$ cat src/rtl/core/ssrg_pkg.sv
// Shared types, widths and constants of the stepper step rate generator.
package ssrg_pkg;

	localparam int TICK_W = 24;
	localparam int RATE_W = 24;
	localparam int OP_W   = 3;
	localparam int DEN_W  = 9;
	localparam int NUM_W  = 19;
	localparam int PROD_W = TICK_W + DEN_W;
	localparam int DIVR_W = NUM_W + 1;

	localparam logic [OP_W-1:0] OP_TICK       = 3'd0;
	localparam logic [OP_W-1:0] OP_START_RATE = 3'd1;
	localparam logic [OP_W-1:0] OP_START_FLOW = 3'd2;
	localparam logic [OP_W-1:0] OP_STOP       = 3'd3;
	localparam logic [OP_W-1:0] OP_SET_DIR    = 3'd4;

	localparam logic [TICK_W-1:0] TICK_RATE_RESET = 24'd1000000;
	// Count for a 2 Hz toggle rate at the reset tick rate, before clamping.
	localparam longint unsigned RESET_COUNT = (64'd1000000 + 64'd1) / 64'd2;

	// Denominators: Hz in Q16.8, flow in Q16.8 microlitres per minute, and the clamps.
	localparam logic [DEN_W-1:0] DEN_RATE = 9'd256;
	localparam logic [DEN_W-1:0] DEN_FLOW = 9'd63;
	localparam logic [DEN_W-1:0] DEN_MIN  = 9'd20;
	localparam logic [DEN_W-1:0] DEN_MAX  = 9'd1;
	localparam logic [NUM_W-1:0] NUM_MIN  = 19'd1;
	localparam logic [NUM_W-1:0] NUM_MAX  = 19'd2000;

	// Below these the step rate is under 0.05 Hz; above these it is over 2000 Hz.
	localparam logic signed [RATE_W-1:0] LOW_RATE  = 24'sd13;
	localparam logic signed [RATE_W-1:0] LOW_FLOW  = 24'sd4;
	localparam logic signed [RATE_W-1:0] HIGH_RATE = 24'sd512000;
	localparam logic signed [RATE_W-1:0] HIGH_FLOW = 24'sd126000;

	typedef struct packed {
		logic                     flow;
		logic signed [RATE_W-1:0] rate;
		logic [TICK_W-1:0]        tick_rate;
	} rate_req_t;

endpackage

$ cat src/rtl/core/ssrg_mul.sv
// Bit-serial multiplier: tick rate times denominator, one denominator bit per cycle.
module ssrg_mul (
	input  logic                         clk,
	input  logic                         arst_n,
	input  logic                         start,
	input  logic [ssrg_pkg::TICK_W-1:0]  a,
	input  logic [ssrg_pkg::DEN_W-1:0]   b,
	output logic                         done,
	output logic [ssrg_pkg::PROD_W-1:0]  product
);
	import ssrg_pkg::*;

	localparam int CntW = $clog2(DEN_W + 1);

	logic              busy_q;
	logic              done_q;
	logic [CntW-1:0]   cnt_q;
	logic [TICK_W-1:0] a_q;
	logic [DEN_W-1:0]  b_q;
	logic [PROD_W-1:0] acc_q;

	always_ff @(posedge clk or negedge arst_n) begin
		if (!arst_n) begin
			busy_q <= 1'b0;
			done_q <= 1'b0;
			cnt_q  <= '0;
			a_q    <= '0;
			b_q    <= '0;
			acc_q  <= '0;
		end else begin
			done_q <= busy_q && (cnt_q == CntW'(1));
			if (start) begin
				busy_q <= 1'b1;
				cnt_q  <= CntW'(DEN_W);
				a_q    <= a;
				b_q    <= b;
				acc_q  <= '0;
			end else if (busy_q) begin
				// Most significant multiplier bit first: double and add.
				acc_q <= {acc_q[PROD_W-2:0], 1'b0} + (b_q[DEN_W-1] ? PROD_W'(a_q) : '0);
				b_q   <= {b_q[DEN_W-2:0], 1'b0};
				cnt_q <= cnt_q - CntW'(1);
				if (cnt_q == CntW'(1)) begin
					busy_q <= 1'b0;
				end
			end
		end
	end

	assign done    = done_q;
	assign product = acc_q;

endmodule

$ cat src/rtl/core/ssrg_div.sv
// Restoring divider producing one quotient bit per cycle.
module ssrg_div (
	input  logic                         clk,
	input  logic                         arst_n,
	input  logic                         start,
	input  logic [ssrg_pkg::PROD_W-1:0]  dividend,
	input  logic [ssrg_pkg::DIVR_W-1:0]  divisor,
	output logic                         done,
	output logic [ssrg_pkg::PROD_W-1:0]  quotient
);
	import ssrg_pkg::*;

	localparam int CntW = $clog2(PROD_W + 1);

	logic              busy_q;
	logic              done_q;
	logic [CntW-1:0]   cnt_q;
	logic [DIVR_W-1:0] divisor_q;
	logic [DIVR_W-1:0] rem_q;
	logic [PROD_W-1:0] quo_q;
	logic [DIVR_W:0]   trial;
	logic [DIVR_W:0]   diff;
	logic              fits;

	// The dividend shifts out of the top of quo_q as quotient bits enter at the bottom.
	assign trial = {rem_q, quo_q[PROD_W-1]};
	assign diff  = trial - {1'b0, divisor_q};
	assign fits  = trial >= {1'b0, divisor_q};

	always_ff @(posedge clk or negedge arst_n) begin
		if (!arst_n) begin
			busy_q    <= 1'b0;
			done_q    <= 1'b0;
			cnt_q     <= '0;
			divisor_q <= '0;
			rem_q     <= '0;
			quo_q     <= '0;
		end else begin
			done_q <= busy_q && (cnt_q == CntW'(1));
			if (start) begin
				busy_q    <= 1'b1;
				cnt_q     <= CntW'(PROD_W);
				divisor_q <= divisor;
				rem_q     <= '0;
				quo_q     <= dividend;
			end else if (busy_q) begin
				rem_q <= fits ? diff[DIVR_W-1:0] : trial[DIVR_W-1:0];
				quo_q <= {quo_q[PROD_W-2:0], fits};
				cnt_q <= cnt_q - CntW'(1);
				if (cnt_q == CntW'(1)) begin
					busy_q <= 1'b0;
				end
			end
		end
	end

	assign done     = done_q;
	assign quotient = quo_q;

endmodule

$ cat src/rtl/core/ssrg_reload.sv
// Sequencer turning a step rate or a flow into a timer reload value.
module ssrg_reload #(
	parameter int TIMER_BITS = 16
) (
	input  logic                    clk,
	input  logic                    arst_n,
	input  logic                    start,
	input  ssrg_pkg::rate_req_t     req,
	output logic                    done,
	output logic [TIMER_BITS-1:0]   reload
);
	import ssrg_pkg::*;

	localparam logic [1:0] ST_IDLE = 2'd0;
	localparam logic [1:0] ST_MUL  = 2'd1;
	localparam logic [1:0] ST_DIV  = 2'd2;

	localparam logic [PROD_W-1:0] MaxCount = PROD_W'((64'd1 << TIMER_BITS) - 64'd1);
	localparam logic [PROD_W-1:0] TwoCount = PROD_W'(2);

	logic [1:0]            state_q;
	logic [NUM_W-1:0]      num_q;
	logic                  tzero_q;
	logic                  done_q;
	logic [TIMER_BITS-1:0] reload_q;

	logic signed [RATE_W-1:0] low_lim;
	logic signed [RATE_W-1:0] high_lim;
	logic [DEN_W-1:0]         den_in;
	logic [NUM_W-1:0]         num_c;
	logic [DEN_W-1:0]         den_c;

	logic              mul_done;
	logic [PROD_W-1:0] mul_prod;
	logic              div_start;
	logic              div_done;
	logic [PROD_W-1:0] div_quo;
	logic              too_fast;

	function automatic logic [TIMER_BITS-1:0] count_to_reload(input logic [PROD_W-1:0] cnt);
		logic [TIMER_BITS-1:0] c;
		if (|cnt[PROD_W-1:TIMER_BITS]) begin
			c = '1;
		end else if (cnt == '0) begin
			c = TIMER_BITS'(1);
		end else begin
			c = cnt[TIMER_BITS-1:0];
		end
		return '0 - c;
	endfunction

	// Clamp the rate to 0.05 .. 2000 Hz as a fraction num/den.
	always_comb begin
		low_lim  = req.flow ? LOW_FLOW : LOW_RATE;
		high_lim = req.flow ? HIGH_FLOW : HIGH_RATE;
		den_in   = req.flow ? DEN_FLOW : DEN_RATE;
		if (req.rate < low_lim) begin
			num_c = NUM_MIN;
			den_c = DEN_MIN;
		end else if (req.rate > high_lim) begin
			num_c = NUM_MAX;
			den_c = DEN_MAX;
		end else begin
			num_c = req.rate[NUM_W-1:0];
			den_c = den_in;
		end
	end

	ssrg_mul u_mul (
		.clk     (clk),
		.arst_n  (arst_n),
		.start   (start),
		.a       (req.tick_rate),
		.b       (den_c),
		.done    (mul_done),
		.product (mul_prod)
	);

	// A toggle rate above half the tick rate gives a count of two.
	assign too_fast  = PROD_W'({num_q, 2'b00}) > mul_prod;
	assign div_start = (state_q == ST_MUL) && mul_done && !tzero_q && !too_fast;

	ssrg_div u_div (
		.clk      (clk),
		.arst_n   (arst_n),
		.start    (div_start),
		.dividend (mul_prod + PROD_W'(num_q)),
		.divisor  ({num_q, 1'b0}),
		.done     (div_done),
		.quotient (div_quo)
	);

	always_ff @(posedge clk or negedge arst_n) begin
		if (!arst_n) begin
			state_q  <= ST_IDLE;
			num_q    <= '0;
			tzero_q  <= 1'b0;
			done_q   <= 1'b0;
			reload_q <= '0;
		end else begin
			done_q <= 1'b0;
			unique case (state_q)
				ST_IDLE: begin
					if (start) begin
						num_q   <= num_c;
						tzero_q <= req.tick_rate == '0;
						state_q <= ST_MUL;
					end
				end
				ST_MUL: begin
					if (mul_done) begin
						if (tzero_q) begin
							reload_q <= count_to_reload(MaxCount);
							done_q   <= 1'b1;
							state_q  <= ST_IDLE;
						end else if (too_fast) begin
							reload_q <= count_to_reload(TwoCount);
							done_q   <= 1'b1;
							state_q  <= ST_IDLE;
						end else begin
							state_q <= ST_DIV;
						end
					end
				end
				ST_DIV: begin
					if (div_done) begin
						reload_q <= count_to_reload(div_quo);
						done_q   <= 1'b1;
						state_q  <= ST_IDLE;
					end
				end
				default: begin
					state_q <= ST_IDLE;
				end
			endcase
		end
	end

	assign done   = done_q;
	assign reload = reload_q;

endmodule

$ cat src/rtl/core/stepper_step_rate_generator.sv
// Top level of the stepper step rate generator: command decode, pin state and result register.
//
//   Channel   Direction  Payload
//   s_axis    in         tdata: rate_value[23:0], forward[24]; tuser: opcode[2:0]
//   m_axis    out        tdata: step_pin, direction_pin, is_running, reload_value
//   cfg       in         cfg_wr_data: tick_rate_hz
//
// Tick, stop, set-direction and unused opcodes complete at once and can follow back to back
// while m_axis takes each result. A start returns its result through the 9-step serial
// multiplier and the 33-step serial divider; a zero tick rate or a toggle rate above
// half the tick rate skips the divider.
// Reset stops the generator, sets direction forward and the reload to the clamped 2 Hz count.
// A stall on m_axis holds the result and holds off s_axis.
module stepper_step_rate_generator #(
	parameter int TIMER_BITS = 16
) (
	input  logic                              clk,
	input  logic                              arst_n,
	input  logic                              s_axis_tvalid,
	output logic                              s_axis_tready,
	input  logic [31:0]                       s_axis_tdata,   // rate_value, forward
	input  logic [ssrg_pkg::OP_W-1:0]         s_axis_tuser,   // opcode
	output logic                              m_axis_tvalid,
	input  logic                              m_axis_tready,
	output logic [((TIMER_BITS+10)/8)*8-1:0]  m_axis_tdata,   // step_pin, direction_pin,
	                                                          // is_running, reload_value
	input  logic                              cfg_wr_en,
	input  logic [ssrg_pkg::TICK_W-1:0]       cfg_wr_data
);
	import ssrg_pkg::*;

	localparam int OUT_W = ((TIMER_BITS + 10) / 8) * 8;
	localparam longint unsigned TimerMax = (64'd1 << TIMER_BITS) - 64'd1;
	localparam longint unsigned RstCount = (RESET_COUNT > TimerMax) ? TimerMax : RESET_COUNT;
	localparam logic [TIMER_BITS-1:0] RstReload = TIMER_BITS'((64'd1 << TIMER_BITS) - RstCount);

	logic                  busy_q;
	logic                  out_valid_q;
	logic [OUT_W-1:0]      out_data_q;
	logic [TIMER_BITS-1:0] counter_q;
	logic [TIMER_BITS-1:0] reload_q;
	logic                  running_q;
	logic                  step_q;
	logic                  dir_q;
	logic [TICK_W-1:0]     tick_rate_q;

	logic [OP_W-1:0]       opcode;
	logic                  accept;
	logic                  is_start;
	logic [TIMER_BITS-1:0] counter_n;
	logic                  running_n;
	logic                  step_n;
	logic                  dir_n;
	rate_req_t             req;
	logic                  rl_done;
	logic [TIMER_BITS-1:0] rl_reload;

	assign opcode        = s_axis_tuser;
	assign s_axis_tready = !busy_q && (!out_valid_q || m_axis_tready);
	assign accept        = s_axis_tvalid && s_axis_tready;
	assign is_start      = (opcode == OP_START_RATE) || (opcode == OP_START_FLOW);

	assign req.flow      = opcode == OP_START_FLOW;
	assign req.rate      = s_axis_tdata[RATE_W-1:0];
	assign req.tick_rate = tick_rate_q;

	// Next state for the commands that complete at once.
	always_comb begin
		counter_n = counter_q;
		running_n = running_q;
		step_n    = step_q;
		dir_n     = dir_q;
		unique case (opcode) inside
			OP_TICK: begin
				if (counter_q == '1) begin
					counter_n = reload_q;
					step_n    = running_q ? !step_q : 1'b0;
				end else begin
					counter_n = counter_q + TIMER_BITS'(1);
				end
			end
			OP_STOP: begin
				running_n = 1'b0;
				step_n    = 1'b0;
			end
			OP_SET_DIR: begin
				dir_n = s_axis_tdata[RATE_W];
			end
			default: begin
			end
		endcase
	end

	ssrg_reload #(
		.TIMER_BITS (TIMER_BITS)
	) u_reload (
		.clk    (clk),
		.arst_n (arst_n),
		.start  (accept && is_start),
		.req    (req),
		.done   (rl_done),
		.reload (rl_reload)
	);

	always_ff @(posedge clk or negedge arst_n) begin
		if (!arst_n) begin
			busy_q      <= 1'b0;
			out_valid_q <= 1'b0;
			out_data_q  <= '0;
			counter_q   <= RstReload;
			reload_q    <= RstReload;
			running_q   <= 1'b0;
			step_q      <= 1'b0;
			dir_q       <= 1'b1;
			tick_rate_q <= TICK_RATE_RESET;
		end else begin
			if (cfg_wr_en) begin
				tick_rate_q <= cfg_wr_data;
			end
			if (rl_done) begin
				busy_q      <= 1'b0;
				reload_q    <= rl_reload;
				counter_q   <= rl_reload;
				running_q   <= 1'b1;
				step_q      <= 1'b0;
				out_valid_q <= 1'b1;
				out_data_q  <= OUT_W'({rl_reload, 1'b1, dir_q, 1'b0});
			end else if (accept && is_start) begin
				busy_q <= 1'b1;
				if (m_axis_tready) begin
					out_valid_q <= 1'b0;
				end
			end else if (accept) begin
				counter_q   <= counter_n;
				running_q   <= running_n;
				step_q      <= step_n;
				dir_q       <= dir_n;
				out_valid_q <= 1'b1;
				out_data_q  <= OUT_W'({reload_q, running_n, dir_n, step_n});
			end else if (m_axis_tready) begin
				out_valid_q <= 1'b0;
			end
		end
	end

	assign m_axis_tvalid = out_valid_q;
	assign m_axis_tdata  = out_data_q;

endmodule
$ cat config.mk
export PLATFORM = sky130hd
export DESIGN_NAME = stepper_step_rate_generator
export DESIGN_NICKNAME = d
export VERILOG_FILES = /design/src/rtl/core/ssrg_pkg.sv /design/src/rtl/core/ssrg_mul.sv /design/src/rtl/core/ssrg_div.sv /design/src/rtl/core/ssrg_reload.sv /design/src/rtl/core/stepper_step_rate_generator.sv
export SDC_FILE = /design/constraint.sdc
export NUM_CORES = 1
export LEC_CHECK = 0
export ABC_AREA = 1
export BUFFER_PORTS_ARGS = -buffer_cell sky130_fd_sc_hd__buf_2
export CAP_MARGIN = 20
export CORE_ASPECT_RATIO = 1.75
export CORE_MARGIN = 1.5
export CORE_UTILIZATION = 50
export CTS_CLUSTER_DIAMETER = 60
export CTS_CLUSTER_SIZE = 28
export DETAILED_ROUTE_END_ITERATION = 6
export PLACE_DENSITY = 0.75
export SLEW_MARGIN = 20
export SYNTH_ARGS = -nofsm -noshare
export SYNTH_HDL_FRONTEND = slang
export SYNTH_SLANG_ARGS = --single-unit
$ cat constraint.sdc
create_clock -name clk -period 6 [get_ports clk]
set_clock_uncertainty 0.15 [all_clocks]
set_input_delay 0.3 -clock clk [delete_from_list [all_inputs] [get_ports clk]]
set_output_delay 0.3 -clock clk [all_outputs]
set_load 0.005 [all_outputs]
==> results of run 1 <==
[routing by layer]
layer / GRT usage [%] / routed length (microns) / vias up
met5: 0 / 0 / -
met2: 51.50 / 25920 / 422
met4: 14.87 / 3082 / 0
met3: 1.986 / 1592 / 132
met1: 27.96 / 18310 / 7830
li1: - / - / 8323
[worst max path at each step]
| stage | startpoint | end | slack, ps | cells past startpoint |
|---|---|---|---|---|
| final | u_reload.u_mul.product[32]$_DFFE_PN0P_ | u_reload.u_div.rem_q[16]$_DFFE_PN0P_ | 2120 | 14 |
| after detailed placement | s_axis_tuser[0] | u_reload.u_mul.b_q[1]$_DFFE_PN0P_ | 2040 | 13 |
| after global placement | s_axis_tuser[0] | u_reload.u_mul.b_q[5]$_DFFE_PN0P_ | 2180 | 13 |
| after global routing | u_reload.u_mul.product[19]$_DFFE_PN0P_ | u_reload.u_div.rem_q[18]$_DFFE_PN0P_ | 1700 | 15 |
| after CTS | s_axis_tuser[2] | u_reload.u_mul.b_q[1]$_DFFE_PN0P_ | 2080 | 14 |
| after floorplan | s_axis_tuser[0] | u_reload.u_mul.b_q[1]$_DFFE_PN0P_ | 3560 | 13 |
[worst reg2reg max path, stage by stage (launching register included)]
cell and delay, ps:
dfrtp_1 410, inv_1 170, nand2_1 80, nor3_1 420, nand2_1 110, nor2_1 280, nand3_1 120, nand3_1 110
nand2_2 100, nand2_4 540, buf_4 710, nand2_1 330, nor2_1 170, nand2_1 60, nand2_1 50
[logic make-up after synthesis]
group,after synthesis,synth area share [%]
buffers and inverters,413,9.586
AND/OR/NAND/NOR,1258,30.36
flip-flops,269,37.93
other,1,0.02109
AO/OA/AOI/OAI,407,12.70
adder cells (fa/ha/maj),101,7.235
XOR/XNOR,44,2.168
[power groups by stage]
stage | Clock, mW | Sequential (mW) | Combinational (mW)
global placement | 0 | 1.87 | 0.110
floorplan | 0 | 1.87 | 0.0425
detailed placement | 0 | 1.87 | 0.113
finish | 1.60 | 1.83 | 0.137
CTS | 1.63 | 1.83 | 0.137
global route | 1.70 | 1.84 | 0.156
[cell usage after synthesis (all sizes together), types with 3 or more instances]
master	n	share of area [%]
or2	7	0.25
nand2	656	14
a21oi	106	3.0
nor4	9	0.35
nand4	57	2.0
nand3b	7	0.30
xnor2	22	1.1
o221ai	3	0.15
o21ai	204	5.8
ha	98	6.9
dfrtp	259	36
a31oi	21	0.74
dfstp	10	1.5
fa	3	0.34
o211ai	26	1.1
inv	323	6.8
buf	41	1.7
nor3	35	1.1
nand3	263	7.6
clkbuf	49	1.0
o21bai	9	0.38
xor2	22	1.1
o22ai	18	0.63
and2	3	0.11
nor2	218	4.7
a21o	10	0.42
[layout make-up]
| class | count | area [sq um] |
|---|---|---|
| Fill cell | 3276 | 15530 |
| Clock buffer | 21 | 525.5 |
| Timing Repair Buffer | 132 | 938.4 |
| Sequential cell | 269 | 6744 |
| Multi-Input combinational cell | 1815 | 9345 |
| Inverter | 323 | 1212 |
| Tap cell | 465 | 581.8 |
| Clock inverter | 16 | 306.5 |
[through the flow]
stage / total power, mW / hold WS, ps
floorplan: 1.911 / -145.6
global placement: 1.979 / 93.07
detailed placement: 1.982 / 96.74
CTS: 3.604 / 25.29
global route: 3.689 / 62.36
finish: 3.569 / 34.30
[flip-flops by register name, indices dropped and copies added, names as in the netlist, 9 cells and up]
name,count
m_axis_tdata,19
u_reload.u_mul.product,33
u_reload.reload,16
u_reload.u_div.quotient,33
u_reload.num_q,19
u_reload.u_mul.b_q,9
u_reload.u_div.rem_q,20
reload_q,16
counter_q,16
u_reload.u_div.divisor_q,19
tick_rate_q,24
u_reload.u_mul.a_q,24
[what timing repair did]
action | CTS | global route
setup buffers | 0 | 0
endpoints found under the setup margin | 0 | 0
hold buffers | 47 | 0
endpoints found under the hold margin | 101 | 0
==> key figures, run 1 <==
Yosys
  • EDFF count, synth: 0
  • Mapped Area: 17780 sq um
  • Register area share after synthesis: 37.93%
  • Mean post-synth cell area: 7.131 sq um
  • Post-Synthesis Cells: 2493
  • Synth Warn #: 0
  • Post-synth ARST share: 100.0%
  • Most common flop cell mapped by yosys: dfrtp_1
  • Register bit total from synthesis: 269
  • Synth unique cells: 51

Global routing
  • GRT Total Usage: 26.54%
  • Largest net degree at the start of global routing: 140
  • First-pass GRT wire length: 79770 microns
  • Vias in the first global route: 16514
  • Total grt overflow: 0
  • Initial antenna violation count: 0

Worst hold path
  • Hold Crit Depth: 6
  • Hold Crit Class: in -> reg
  • Hold_sp: s_axis_tuser[1]
  • Worst Hold Path EP: m_axis_tdata[2]$_DFFE_PN0P_

Worst setup path
  • Reg2Reg Setup Slack: 2120 ps
  • RR Endpoint: u_reload.u_div.rem_q[16]$_DFFE_PN0P_
  • Worst path max stage delay: 710 ps
  • CP required: 6340 ps
  • Reg2Reg Depth: 14
  • Crit-path cells: inv_1 > nand2_1 > nor3_1 > nand2_1 > nor2_1 > nand3_1 > nand3_1 > nand2_2 > nand2_4 > buf_4 > nand2_1 > nor2_1 > nand2_1 > nand2_1
  • Worst Setup End Kind: flip-flop
  • CP Max Fanout: 80
  • Slowest CP cell: buf_4
  • Signal arrival time at the worst endpoint: 4210 ps
  • CP startpoint kind: flip-flop
  • Sum of buffers and inverters on the critical path: 2
  • R2R Path Start: u_reload.u_mul.product[32]$_DFFE_PN0P_
  • Top delay family on crit path: simple AND/OR/NAND/NOR gates
  • Critical path type: reg -> reg
  • CP most frequent cell: nand2_1

Power
  • Int Power: 2.618 mW
  • Comb pwr share: 3.8%
  • Peak supply drop: 0.3058 mV
  • Clock power share: 44.8%
  • P_leak: 10.53 nW
  • Net Sw Frac: 26.64%
  • Sequential power share: 51.4%
  • Power Density: 181.6 nW/um^2
  • Switch Pwr: 950.7 uW

Routing
  • DRC: 13
  • DR vias/cell: 5.494
  • Via count: 16707
  • WL final: 48910 microns
  • First-pass detailed-route iteration total: 7
  • Routed len/inst: 16.08 microns
  • Detail Route Antenna Nets: 0
  • 1st-iter DRT viols: 997

Timing
  • Final-report hold violation count: 0
  • Setup TNS: 0 ps
  • Final setup vio count: 0
  • Max Fclk: 258.0 MHz
  • Worst-margin pin slew: 1046 ps
  • RSZ-0062 raised after global routing: false
  • Minimum clock period: 3876 ps
  • Slew HR: 30.20%
  • Final Slew Violations: 0
  • Final critical-path share of the clock period: 64.59%
  • Final WS setup: 2124 ps

Outcome
  • Status: finished, violations left
  • Failing checks: design-rule violations

Floorplanning
  • Initial Utilization: 50.53%
  • Full die area: 36740 sq um
  • CORE AREA: 35180 sq um
  • Row count: 91
  • Die width: 145.5 microns
  • Top Ports: 90
  • Die Ht: 252.4 microns

Clocking
  • Sink Count: 269
  • CTS buffer count: 21
  • Cts repair resizes: 0
  • Bufs on Longest Clock Path: 3
  • CTS tree: built
  • Worst skew pair latency: 550 ps
  • CTS root buffer: clkbuf_16
  • Htree depth: 1
  • CTS clock-pin slew for the worst setup and hold paths: 100 ps

Place
  • PortBufs: 77
  • Place WS: 2037 ps
  • Placed Cells incl. Taps: 2957
  • DP Wirelength: 37100 microns
  • Routability cong.: 0.9315
  • Placed inst area: 18350 sq um

Layout
  • NumNets Final: 2727
  • Final Util: 55.86%
  • Layout cells sized above 1: 6.561%
  • Ant. Diodes: 0
  • Final std cells w/o fill: 3041
  • Synth-to-layout area growth: 10.55%
  • Most common cell after layout, fill and taps aside: nand2_1
  • Final instance area: 19650 sq um
  • Most frequent cells in the layout: nand2_1 (653), inv_1 (313), nand3_1 (259), dfrtp_1 (259), nor2_1 (211)

Job
  • Maximum Capacitance Violations: 0
Power figures use the tool's default switching activity.
==> run 2, diff against run 1 <==
==> constraint.sdc (replaced) <==
create_clock -name clk -period 3.9 [get_ports clk]
set_clock_uncertainty 0.15 [all_clocks]
set_input_delay 0.195 -clock clk [delete_from_list [all_inputs] [get_ports clk]]
set_output_delay 0.195 -clock clk [all_outputs]
set_load 0.005 [all_outputs]
==> key figures, run 2 (synthesis gave the netlist of run 1 again) <==
Timing
  • Setup TNS: 0 ps
  • RSZ-0062 raised after global routing: false
  • Final-report hold violation count: 0
  • Worst-margin pin slew: 1013 ps
  • Final setup vio count: 0
  • Final Slew Violations: 0
  • Minimum clock period: 3487 ps
  • Final critical-path share of the clock period: 89.40%
  • Max Fclk: 286.8 MHz
  • Slew HR: 32.50%

Layout
  • Most frequent cells in the layout: nand2_1 (653), inv_1 (313), nand3_1 (259), dfrtp_1 (259), nor2_1 (211)
  • Synth-to-layout area growth: 11.69%
  • Final instance area: 19860 sq um
  • Ant. Diodes: 0
  • Layout cells sized above 1: 6.959%
  • Most common cell after layout, fill and taps aside: nand2_1
  • NumNets Final: 2752

Floorplanning
  • CORE AREA: 35180 sq um
  • Full die area: 36740 sq um
  • Die width: 145.5 microns
  • Top Ports: 90
  • Initial Utilization: 50.53%
  • Die Ht: 252.4 microns
  • Row count: 91

Power
  • P_leak: 10.62 nW
  • Peak supply drop: 0.4679 mV
  • Int Power: 4.018 mW
  • PnR Total Power: 5.453 mW
  • Clock power share: 44.1%
  • Sequential power share: 51.7%
  • Power Density: 274.6 nW/um^2
  • Switch Pwr: 1.435 mW
  • Net Sw Frac: 26.32%
  • Comb pwr share: 4.1%

Worst hold path
  • Hold Crit Class: in -> reg

Global routing
  • Total grt overflow: 0
  • Vias in the first global route: 16556
  • First-pass GRT wire length: 81720 microns
  • Most Crowded Layer GR: met2
  • Grt met2 use: 52.44%
  • Met1 GRT Util: 29.09%
  • GR Util met3: 2.148%
  • Initial antenna violation count: 0
  • GRT Total Usage: 27.41%
  • Largest net degree at the start of global routing: 98

Place
  • DP Wirelength: 37890 microns
  • PortBufs: 77
  • Routability cong.: 0.9333
  • Placed inst area: 18480 sq um

Routing
  • WL final: 50310 microns
  • 1st-iter DRT viols: 1133
  • First-pass detailed-route iteration total: 5
  • DR vias/cell: 5.515
  • Routed len/inst: 16.41 microns
  • DRC: 0
  • Detail Route Antenna Nets: 0
  • Via count: 16909

Clocking
  • Htree depth: 1
  • CTS root buffer: clkbuf_16
  • Worst skew pair latency: 550 ps
  • Bufs on Longest Clock Path: 3
  • CTS tree: built
  • CTS buffer count: 20
  • Sink Count: 269
  • CTS clock-pin slew for the worst setup and hold paths: 110 ps

Job
  • Maximum Capacitance Violations: 0

Worst setup path
  • Worst Setup End Kind: flip-flop
  • Critical path type: reg -> reg
  • Signal arrival time at the worst endpoint: 3790 ps
  • CP required: 4200 ps
  • CP Max Fanout: 25
  • CP startpoint kind: flip-flop

Outcome
  • Status: completed
[run 2: changes by cell type in the layout (fill, tap and decap cells not counted)]
cell / before / now
clkbuf_1: 0 / 1
inv_16: 0 / 1
clkinv_8: 3 / 4
inv_12: 1 / 3
buf_4: 7 / 19
dlygate4sd3_1: 47 / 59
clkinv_16: 6 / 3
inv_8: 4 / 2
buf_12: 1 / 3
clkinvlp_4: 1 / 0
[run 2: path summary, 6_finish.rpt]
check | startpoint | to | slack [ps] | cells past startpoint
max in group asynchronous | arst_n | u_reload.u_div.rem_q[10]$_DFFE_PN0P_ | 2580 | 3
max | u_reload.u_mul.b_q[8]$_DFFE_PN0P_ | u_reload.u_mul.product[31]$_DFFE_PN0P_ | 410 | 13
min reg2reg | m_axis_tdata[14]$_DFFE_PN0P_ | m_axis_tdata[14]$_DFFE_PN0P_ | 330 | 2
min in group asynchronous | arst_n | m_axis_tdata[9]$_DFFE_PN0P_ | 60 | 2
min | cfg_wr_en | tick_rate_q[19]$_DFFE_PN1P_ | 50 | 3
max reg2reg | u_reload.u_mul.b_q[8]$_DFFE_PN0P_ | u_reload.u_mul.product[31]$_DFFE_PN0P_ | 410 | 13
[run 2: per-layer routing]
| metal | vias up | part of all wire [%] |
|---|---|---|
| met5 | - | 0 |
| met4 | 0 | 6.4 |
| met3 | 146 | 3.4 |
| met2 | 467 | 53 |
| met1 | 7921 | 37 |
| li1 | 8375 | - |
[run 2: area by class of cell]
class,count,area (sq um)
Clock buffer,22,529.3
Clock inverter,14,255.2
Fill cell,3265,15330
Inverter,323,1212
Multi-Input combinational cell,1815,9345
Sequential cell,269,6744
Tap cell,465,581.8
Timing Repair Buffer,158,1189
[run 2: timing repair]
item,4_1_cts,5_1_grt
setup buffers,0,0
hold buffers,59,0
gates resized for setup,0,0
hold endpoints to repair,144,0
[run 2: power by group through the flow]
stage,Sequential (mW),Combinational [mW],Clock (mW)
6_report,2.82,0.224,2.41
2_1_floorplan,2.88,0.0653,0
3_5_place_dp,2.88,0.176,0
3_3_place_gp,2.88,0.172,0
5_1_grt,2.82,0.255,2.55
4_1_cts,2.82,0.221,2.46
[run 2: per-stage QoR]
| step | hold WS (ps) | setup slack, ps | utilization (%) | cells |
|---|---|---|---|---|
| finish | 46.54 | 413.3 | 56.44 | 3066 |
| floorplan | -250.6 | 1461 | - | 2497 |
| detailed placement | 79.33 | 434.4 | 52.53 | 2971 |
| global route | 118.2 | 112.9 | 56.44 | 3066 |
| CTS | 8.469 | 403.9 | 56.44 | 3066 |
| global placement | 83.84 | 461.8 | 52.53 | 2971 |
[run 2: critical path: stages, from the launching register on]
cell and delay (ps):
dfrtp_1 920, nand2_1 100, inv_1 90, ha_1 190
inv_1 90, fa_1 470, nor3_1 270, nor2_1 110
o21ai_1 340, nand3_1 200, nand3_1 220, nand3_1 90
nand3_1 90, nand2_1 60
==> run 3, diff against run 2 <==
--- a/config.mk
+++ b/config.mk
@@ -8,13 +8,15 @@
 export ABC_AREA = 1
 export BUFFER_PORTS_ARGS = -buffer_cell sky130_fd_sc_hd__buf_2
 export CAP_MARGIN = 20
+export CELL_PAD_IN_SITES_DETAIL_PLACEMENT = 1
+export CELL_PAD_IN_SITES_GLOBAL_PLACEMENT = 1
 export CORE_ASPECT_RATIO = 1.75
 export CORE_MARGIN = 1.5
-export CORE_UTILIZATION = 50
+export CORE_UTILIZATION = 46
 export CTS_CLUSTER_DIAMETER = 60
 export CTS_CLUSTER_SIZE = 28
 export DETAILED_ROUTE_END_ITERATION = 6
-export PLACE_DENSITY = 0.75
+export PLACE_DENSITY = 0.89
 export SLEW_MARGIN = 20
 export SYNTH_ARGS = -nofsm -noshare
 export SYNTH_HDL_FRONTEND = slang
==> key figures, run 3 (synthesis gave the netlist of run 1 again) <==
Worst setup path
  • CP most frequent cell: nand2_1
  • Slowest CP cell: nand3_1
  • Worst Setup End Kind: flip-flop
  • Worst Setup SP: s_axis_tuser[2]
  • CP Max Fanout: 23
  • CP required: 4180 ps
  • Critical path type: in -> reg
  • Crit-path cells: dlygate4sd3_1 > buf_2 > nor3_2 > inv_1 > ha_1 > nand2_1 > o21ai_0 > nand2_1 > nand2_1 > nand2_1 > nand3_1 > nand3_1 > nand3_1 > o211ai_1
  • CP startpoint kind: input pin
  • Top delay family on crit path: simple AND/OR/NAND/NOR gates
  • Signal arrival time at the worst endpoint: 3910 ps
  • R2R Path Start: u_reload.u_mul.b_q[8]$_DFFE_PN0P_
  • Worst path max stage delay: 620 ps
  • Sum of buffers and inverters on the critical path: 3

Power
  • Power Density: 287.4 nW/um^2
  • P_leak: 10.67 nW
  • PnR Total Power: 5.725 mW
  • Peak supply drop: 0.4024 mV

Place
  • Placed inst area: 18520 sq um
  • DP Wirelength: 44760 microns
  • Routability cong.: 0.9685
  • PortBufs: 77

Routing
  • DRC: 0
  • Detail Route Antenna Nets: 0
  • First-pass detailed-route iteration total: 5
  • WL final: 62230 microns
  • Routed len/inst: 20.14 microns
  • Via count: 17764
  • DR vias/cell: 5.751
  • 1st-iter DRT viols: 766

Timing
  • Setup TNS: 0 ps
  • Minimum clock period: 3630 ps
  • RSZ-0062 raised after global routing: false
  • Final-report hold violation count: 0
  • Final setup vio count: 0
  • Slew HR: 28.93%
  • Max Fclk: 275.5 MHz
  • Final critical-path share of the clock period: 93.08%
  • Final Slew Violations: 0
  • Worst-margin pin slew: 1066 ps

Clocking
  • Htree depth: 1
  • Bufs on Longest Clock Path: 3
  • CTS tree: built
  • Worst skew pair latency: 570 ps
  • CTS root buffer: clkbuf_16
  • CTS buffer count: 23
  • CTS clock-pin slew for the worst setup and hold paths: 90 ps
  • Setup Buffers After CTS: 0
  • Sink Count: 269

Layout
  • NumNets Final: 2751
  • Reg area: 6744 sq um
  • Final Util: 52.04%
  • Synth-to-layout area growth: 12.03%
  • Multi-input gate area in the final layout: 9345 sq um
  • Layout cells sized above 1: 7.228%
  • Final instance area: 19920 sq um
  • Most frequent cells in the layout: nand2_1 (653), inv_1 (313), nand3_1 (259), dfrtp_1 (259), nor2_1 (211)
  • Fillers: 4967
  • Most common cell after layout, fill and taps aside: nand2_1

Worst hold path
  • Hold Crit Class: in -> reg
  • Hold_sp: cfg_wr_en

Floorplanning
  • Row count: 95
  • Die width: 151.6 microns
  • Top Ports: 90
  • CORE AREA: 38270 sq um
  • Initial Utilization: 46.45%
  • Full die area: 39880 sq um
  • Die Ht: 263.1 microns

Job
  • Maximum Capacitance Violations: 0

Global routing
  • Vias in the first global route: 19416
  • GRT Total Usage: 31.37%
  • Largest net degree at the start of global routing: 117
  • Total grt overflow: 0
  • Initial antenna violation count: 3
  • First-pass GRT wire length: 98820 microns

Outcome
  • Status: completed
[run 3: changes by cell type in the layout (fill, tap and decap cells not counted)]
cell           change
clkinv_8           -3
buf_4              +2
inv_16             +4
clkbuf_8           +1
clkbuf_16          +2
inv_8              +1
inv_12             -1
clkinv_16          -1
dlygate4sd3_1      -6
clkinv_4           +2
clkbuf_1           -1
diode_2            +3
[run 3: worst paths after layout]
path                                                     endpoint  slack [ps]  cells after the start
setup reg to reg           u_reload.u_mul.product[25]$_DFFE_PN0P_         470                     13
min in group asynchronous            m_axis_tdata[17]$_DFFE_PN0P_         480                      3
max in group asynchronous                counter_q[7]$_DFFE_PN0P_        1490                      4
setup / recovery                u_reload.u_mul.b_q[3]$_DFFE_PN0P_         270                     14
hold / removal                        tick_rate_q[16]$_DFFE_PN1P_          30                      3
hold reg to reg                u_reload.u_mul.a_q[10]$_DFFE_PN0P_         340                      2
[run 3: repair_timing]
item                      4_1_cts  5_1_grt
hold endpoints to repair      307        0
resized for setup               0        0
hold buffers                   53        0
[run 3: worst min-delay path: cells and delay by family]
family	cells	cell delay, ps
simple gates	1	140
compound gates	1	80
buf+inv	1	330
[run 3: layout make-up]
cell class	instances	area share (%)
Multi-Input combinational cell	1815	46.92
Sequential cell	269	33.86
Inverter	323	6.087
Timing Repair Buffer	154	5.742
Tap cell	485	3.047
Clock buffer	24	2.959
Clock inverter	16	1.351
Antenna cell	3	0.03769
[run 3: stage by stage]
| step | cells | setup WS, ps | hold slack [ps] |
|---|---|---|---|
| after floorplan | 2497 | 1461 | -250.6 |
| after CTS | 3086 | 552.5 | 3.325 |
| after global routing | 3089 | 69.61 | 96.05 |
| final | 3089 | 269.9 | 34.31 |
| after global placement | 2993 | 679.9 | -21.28 |
| after detailed placement | 2993 | 551.5 | -17.26 |
[run 3: report_power, final]
group / internal (mW) / leakage (nW) / switching [mW] / total [mW]
Sequential: 2.81 / 3.43 / 0.0104 / 2.82
Clock: 1.25 / 0.415 / 1.42 / 2.66
Combinational: 0.0838 / 6.83 / 0.153 / 0.237
[run 3: routing by layer]
layer,GRT usage (%),vias up,share of wire (%)
met5,0,-,0
li1,-,8373,-
met1,30.65,8718,35
met2,59.35,424,54
met4,21.60,0,7.9
met3,3.761,249,3.0
